==> src/hlc_pkg.sv <==
// Package for histogram level compaction: field widths, command codes,
// controller state type and the command/status structs between controller and datapath.
// No dependencies.
package hlc_pkg;

    localparam int PIX_W  = 10;   // pixel_value and mapped_value width
    localparam int RANK_W = 10;   // stored rank width
    localparam int BITS_W = 4;    // bits_in_use register width
    localparam int APB_DW = 32;

    localparam logic [BITS_W-1:0] BITS_IN_USE_RESET = 4'd10;
    localparam logic [2:0]        ADDR_BITS_IN_USE  = 3'd0;

    localparam logic CMD_COUNT = 1'b0;
    localparam logic CMD_MAP   = 1'b1;

    typedef enum logic [2:0] {
        ST_RESET,
        ST_CLEAR,
        ST_IDLE,
        ST_BUILD,
        ST_DIV
    } t_state;

    typedef struct packed {
        logic accept;        // input beat taken this cycle
        logic sweep_start;   // start a sweep over the presence store
        logic sweep_clear;   // sweep only clears, no table build
        logic div_start;     // start the scale division
    } t_dp_cmd;

    typedef struct packed {
        logic pipe_ready;    // map pipeline can take a pixel
        logic sweep_done;    // last entry of the sweep processed
        logic div_done;      // scale written
    } t_dp_status;

endpackage

==> src/hlc_ctrl.sv <==
// Controller state machine: clearing pass, pixel acceptance, table build and scale division.
// Depends on hlc_pkg.
module hlc_ctrl
    import hlc_pkg::*;
(
    input  logic       i_clk,
    input  logic       i_rst_n,
    input  logic       i_in_valid,
    input  logic       i_cmd,
    input  logic       i_last_pixel,
    input  t_dp_status i_dp_status,
    output logic       o_in_ready,
    output t_dp_cmd    o_dp_cmd
);

    t_state r_state, n_state;

    always_ff @(posedge i_clk) begin
        if (!i_rst_n) begin
            r_state <= ST_RESET;
        end else begin
            r_state <= n_state;
        end
    end

    always_comb begin
        n_state    = r_state;
        o_in_ready = 1'b0;
        o_dp_cmd   = '0;
        case (r_state)
            ST_RESET: begin
                o_dp_cmd.sweep_start = 1'b1;
                o_dp_cmd.sweep_clear = 1'b1;
                n_state = ST_CLEAR;
            end
            ST_CLEAR: begin
                if (i_dp_status.sweep_done) begin
                    n_state = ST_IDLE;
                end
            end
            ST_IDLE: begin
                o_in_ready      = i_dp_status.pipe_ready;
                o_dp_cmd.accept = i_in_valid && i_dp_status.pipe_ready;
                // The last count beat starts the build in the same cycle.
                if (o_dp_cmd.accept && i_cmd == CMD_COUNT && i_last_pixel) begin
                    o_dp_cmd.sweep_start = 1'b1;
                    n_state = ST_BUILD;
                end
            end
            ST_BUILD: begin
                if (i_dp_status.sweep_done) begin
                    o_dp_cmd.div_start = 1'b1;
                    n_state = ST_DIV;
                end
            end
            ST_DIV: begin
                if (i_dp_status.div_done) begin
                    n_state = ST_IDLE;
                end
            end
            default: begin
                n_state = ST_RESET;
            end
        endcase
    end

endmodule

==> config.mk <==
export PLATFORM = sky130hd
export DESIGN_NAME = hlc_ctrl
export DESIGN_NICKNAME = d
export VERILOG_FILES = /design/src/hlc_pkg.sv /design/src/hlc_ctrl.sv
export SDC_FILE = /design/constraint.sdc
export NUM_CORES = 1
export LEC_CHECK = 0
export ABC_CLOCK_PERIOD_IN_PS = 3000
export BUFFER_PORTS_ARGS = -buffer_cell sky130_fd_sc_hd__buf_2
export CAP_MARGIN = 20
export CORE_AREA = 2 2 39 41
export DETAILED_ROUTE_END_ITERATION = 12
export DIE_AREA = 0 0 41 43
export PLACE_DENSITY = 0.46
export SETUP_SLACK_MARGIN = 0.1
export SLEW_MARGIN = 20
export SYNTH_ARGS = -nofsm -noshare
export SYNTH_HDL_FRONTEND = slang
export SYNTH_SLANG_ARGS = --single-unit
==> constraint.sdc <==
create_clock -name i_clk -period 3 [get_ports i_clk]
set_input_delay 0.9 -clock i_clk [delete_from_list [all_inputs] [get_ports i_clk]]
set_output_delay 0.9 -clock i_clk [all_outputs]
set_load 0.01 [all_outputs]
=== Word level (Yosys, flattened, before mapping) ===
Cells that the tools add are included.

* Eq/ne operators: 8
* Mux-type cells: 12
* Bitwise operators: 1
* Reduce and logical (&&, ||, !) cells: 5

{| class="wikitable"
|+ Operator list
! operator !! number
|-
| $pmux 3 s5 || 1
|-
| $mux 3 || 4
|-
| $ne 2x2->1 const B || 4
|-
| $eq 3x2->1 const B || 2
|-
| $mux 1 || 6
|-
| $reduce_and 4->1 || 1
|-
| $eq 3x1->1 const B || 1
|-
| $eq 3x3->1 const B || 1
|-
| $logic_and 1x1->1 || 3
|-
| $logic_not 3->1 || 1
|-
| $pmux 1 s2 || 1
|-
| $not 1->1 || 1
|}

* Register bits after elaboration: 3
* Bits of input ports: 8
* Output and inout port bits: 5
* Logic and storage cells: 27

=== Depth between registers and ports, before layout ===
* Depth after elaboration: 5
* Gate-level depth with buffers: 4
* Depth with buffers taken out: 3

=== Least setup slack after synthesis ===
OpenSTA, ideal clock, no wires.

* Kind: input to output
* Start: input i_cmd
* End: output o_dp_cmd[2] in the netlist's numbering
* Data arrival time: 1.454 ns
* Required time: 2.100 ns
* Setup slack: 0.646 ns
* Stages: 2
* Path buffers: 0
* Path through: nand4b_1 > a211oi_1

{| class="wikitable"
|+ RTL lines
! item !! RTL line !! text
|-
| start, declared || hlc_ctrl.sv:9 || <nowiki>input logic i_cmd,</nowiki>
|-
| end, declared || hlc_ctrl.sv:13 || <nowiki>output t_dp_cmd o_dp_cmd</nowiki>
|}

==> metrics.txt <==
antenna diode count 0; worst-margin pin slew 0.3222 ns; Clock Sinks 3; initial antenna violation count 0; Die ar. 0.001763 sq mm; DRC viols 0; Async S/R FF share, synth 0; R2R Path Start r_state[0]; critical path class in2out; R2R setup slack 2.01 ns; port bufs 12; Slew Limit Fails 0; clk_lat worst skew 0.23 ns; Mean Syn Cell Area 9.725 sq um; Top FF cell, synth dfxtp_1; number of global-route vias before repair 204; CP startpoint i_cmd; minimum hold slack 0.6051 ns; Largest regs r_state x3; flops & latches, synth 3; Synth Area in Adders 0; die height 43 um; Clock Power Share 0.472; largest net degree at the start of global routing 9; P&R area growth vs syn 46.20%; # fillers 155; area of the core 0.001384 sq mm; post-synthesis cell type count 18; critical path data required time 2.10 ns; Post-synth EDFFs 0; min cycle time layout 2.490 ns; Wirelength per Cell 8.962 um; simple logic cell fraction of the synthesized area 0.5322; Reg-to-Reg End r_state[1]; synthesized area 214.0 sq um; max FFs per register 3; Crit Path Max Fanout 2; Clock Skews 0.001023 ns; I/O Pins 13; routed wire length 475 um; critical path endpoint o_dp_cmd[2]; Die Width 41 um; total setup buffers inserted after CTS 0; # nets final 46; RSZ-0062 raised after global routing no; count leader, synth dfxtp_1; commonest cells in the netlist dfxtp_1 (3), nor2_1 (2), nor2b_4 (2); global route overflow 0; Comb pwr share 0.192; Routed Antenna Nets 0; critical path arrival 1.59 ns; YS warnings 0; Reg with most FFs r_state; sequential share of power 0.336; worst min-delay path category reg2reg; Initial Util 0.1546; non-filler cells, final 53; total number of vias 208; via/cell ratio 3.925; CTS H-Tree Depth 1; Area contributors post-synth dfxtp_1 (28%), nor2b_4 (13%), nor4b_2 (7.0%); crit end category output pin; placed insts 49; outcome complete, no violations; Gate Count Post-Synth 22; Setup WS pre-CTS 0.5052 ns; Final Hold Violating Endpoints 0; CTS Buffer Depth 2; FF-to-FF path depth 3; sequential fraction of the synthesis area 0.2807; final worst path period share 0.8300; Max-Cap Viols 0; TritonCTS buffer count 3; layout cells sized above 1 0.5676; first-pass GRT wire length 807 um; RD Place Congestion 0.6873; Peak VDD IR 0.1665 mV; pwr/cell area 472.2 mW/mm^2; P_int 0.1090 mW; area share of the largest cell type after synthesis 0.2807; worst setup margin 0.5099 ns; Setup TNS 0 ns; GRT Resource Usage Total 0.07121; Startpoint Class primary input; largest family of logic cells by synthesized area simple AND/OR/NAND/NOR gates; syn_nets 30; CTS tree yes; clk slew on worst S/H paths 0.04 ns; Switching Share 0.2621; xor/xnor share of the synthesized area 0; Compound-Gate Fraction of Synth Area 0.1053; Starting DRT DRC Count 4; f_max 401.6 MHz; proportion of synthesized area in mux cells 0.04678; CTS root buffer clkbuf_4; P_leak 0.1369 nW; # rows 14; CTS Hold Bufs 0; CTS-repair resized insts 0; design area 312.8 sq um; Net Sw Power 0.03871 mW; cell taking the most area after synthesis dfxtp_1; Pre-antenna DRT Iters 2; Post-DP Area 286.5 sq um; relative slew slack 0.7849; final setup fails 0
-- cell usage in the layout, fill, tap and decap left out --
cell / count
a211oi_1: 1
a21boi_1: 1
and2_1: 1
and4b_2: 1
buf_2: 12
clkbuf_1: 1
clkbuf_4: 3
dfxtp_1: 3
mux2i_1: 1
nand2_1: 1
nand2_2: 1
nand3_1: 1
nand3b_1: 1
nand4b_1: 1
nor2_1: 2
nor2b_4: 2
nor3_1: 1
nor3_2: 1
nor4b_2: 1
o21a_1: 1
-- metal layers --
metal	global-route usage	share of wire	vias up	wire length (um)
met2	0.07813	0.34	14	161
li1	-	-	109	-
met3	0.04712	0.15	0	69
met4	0.04000	0	0	0
met1	0.09936	0.52	85	245
met5	0	0	-	0
-- final cells by class --
class                   count  area [sq um]  share of cell area
clock buffers               4         26.28             0.08400
multi-input cells          18         146.4              0.4680
flip-flops and latches      3         60.06              0.1920
well taps                  16         20.02             0.06400
repair buffers             12         60.06              0.1920
-- stage by stage --
stage | util | total power, mW
after floorplan | - | 0.06755
after global placement | 0.2071 | 0.07873
after detailed placement | 0.2071 | 0.07862
after CTS | 0.2260 | 0.1511
after global routing | 0.2260 | 0.1629
final | 0.2260 | 0.1477
-- logic make-up after synthesis --
kind of cell	count (synthesis)
muxes	1
and+or+nand+nor	14
AOI/OAI and AO/OA	3
DFF	3
buffers and inverters	1
-- power by group through the flow --
stage / Clock, mW / Sequential (mW) / Combinational [mW]
2_1_floorplan: 0 / 0.0467 / 0.0208
3_3_place_gp: 0 / 0.0503 / 0.0285
3_5_place_dp: 0 / 0.0501 / 0.0285
4_1_cts: 0.0727 / 0.0495 / 0.0289
5_1_grt: 0.0805 / 0.0508 / 0.0317
6_report: 0.0697 / 0.0496 / 0.0284
-- worst min path at each step --
| stage | from | end | cells after the start |
|---|---|---|---|
| 6_report | r_state[2] | r_state[1] | 2 |
| 5_1_grt | r_state[2] | r_state[1] | 2 |
| 4_1_cts | r_state[2] | r_state[1] | 2 |
| 3_5_place_dp | r_state[2] | r_state[1] | 2 |
| 3_3_place_gp | r_state[2] | r_state[1] | 2 |
| 2_1_floorplan | r_state[2] | r_state[1] | 2 |
-- critical path: stages --
cell and delay (ns):
buf_2 0.09, nand4b_1 0.19, a211oi_1 0.25, buf_2 0.16
(Power assumes the default switching activity.)
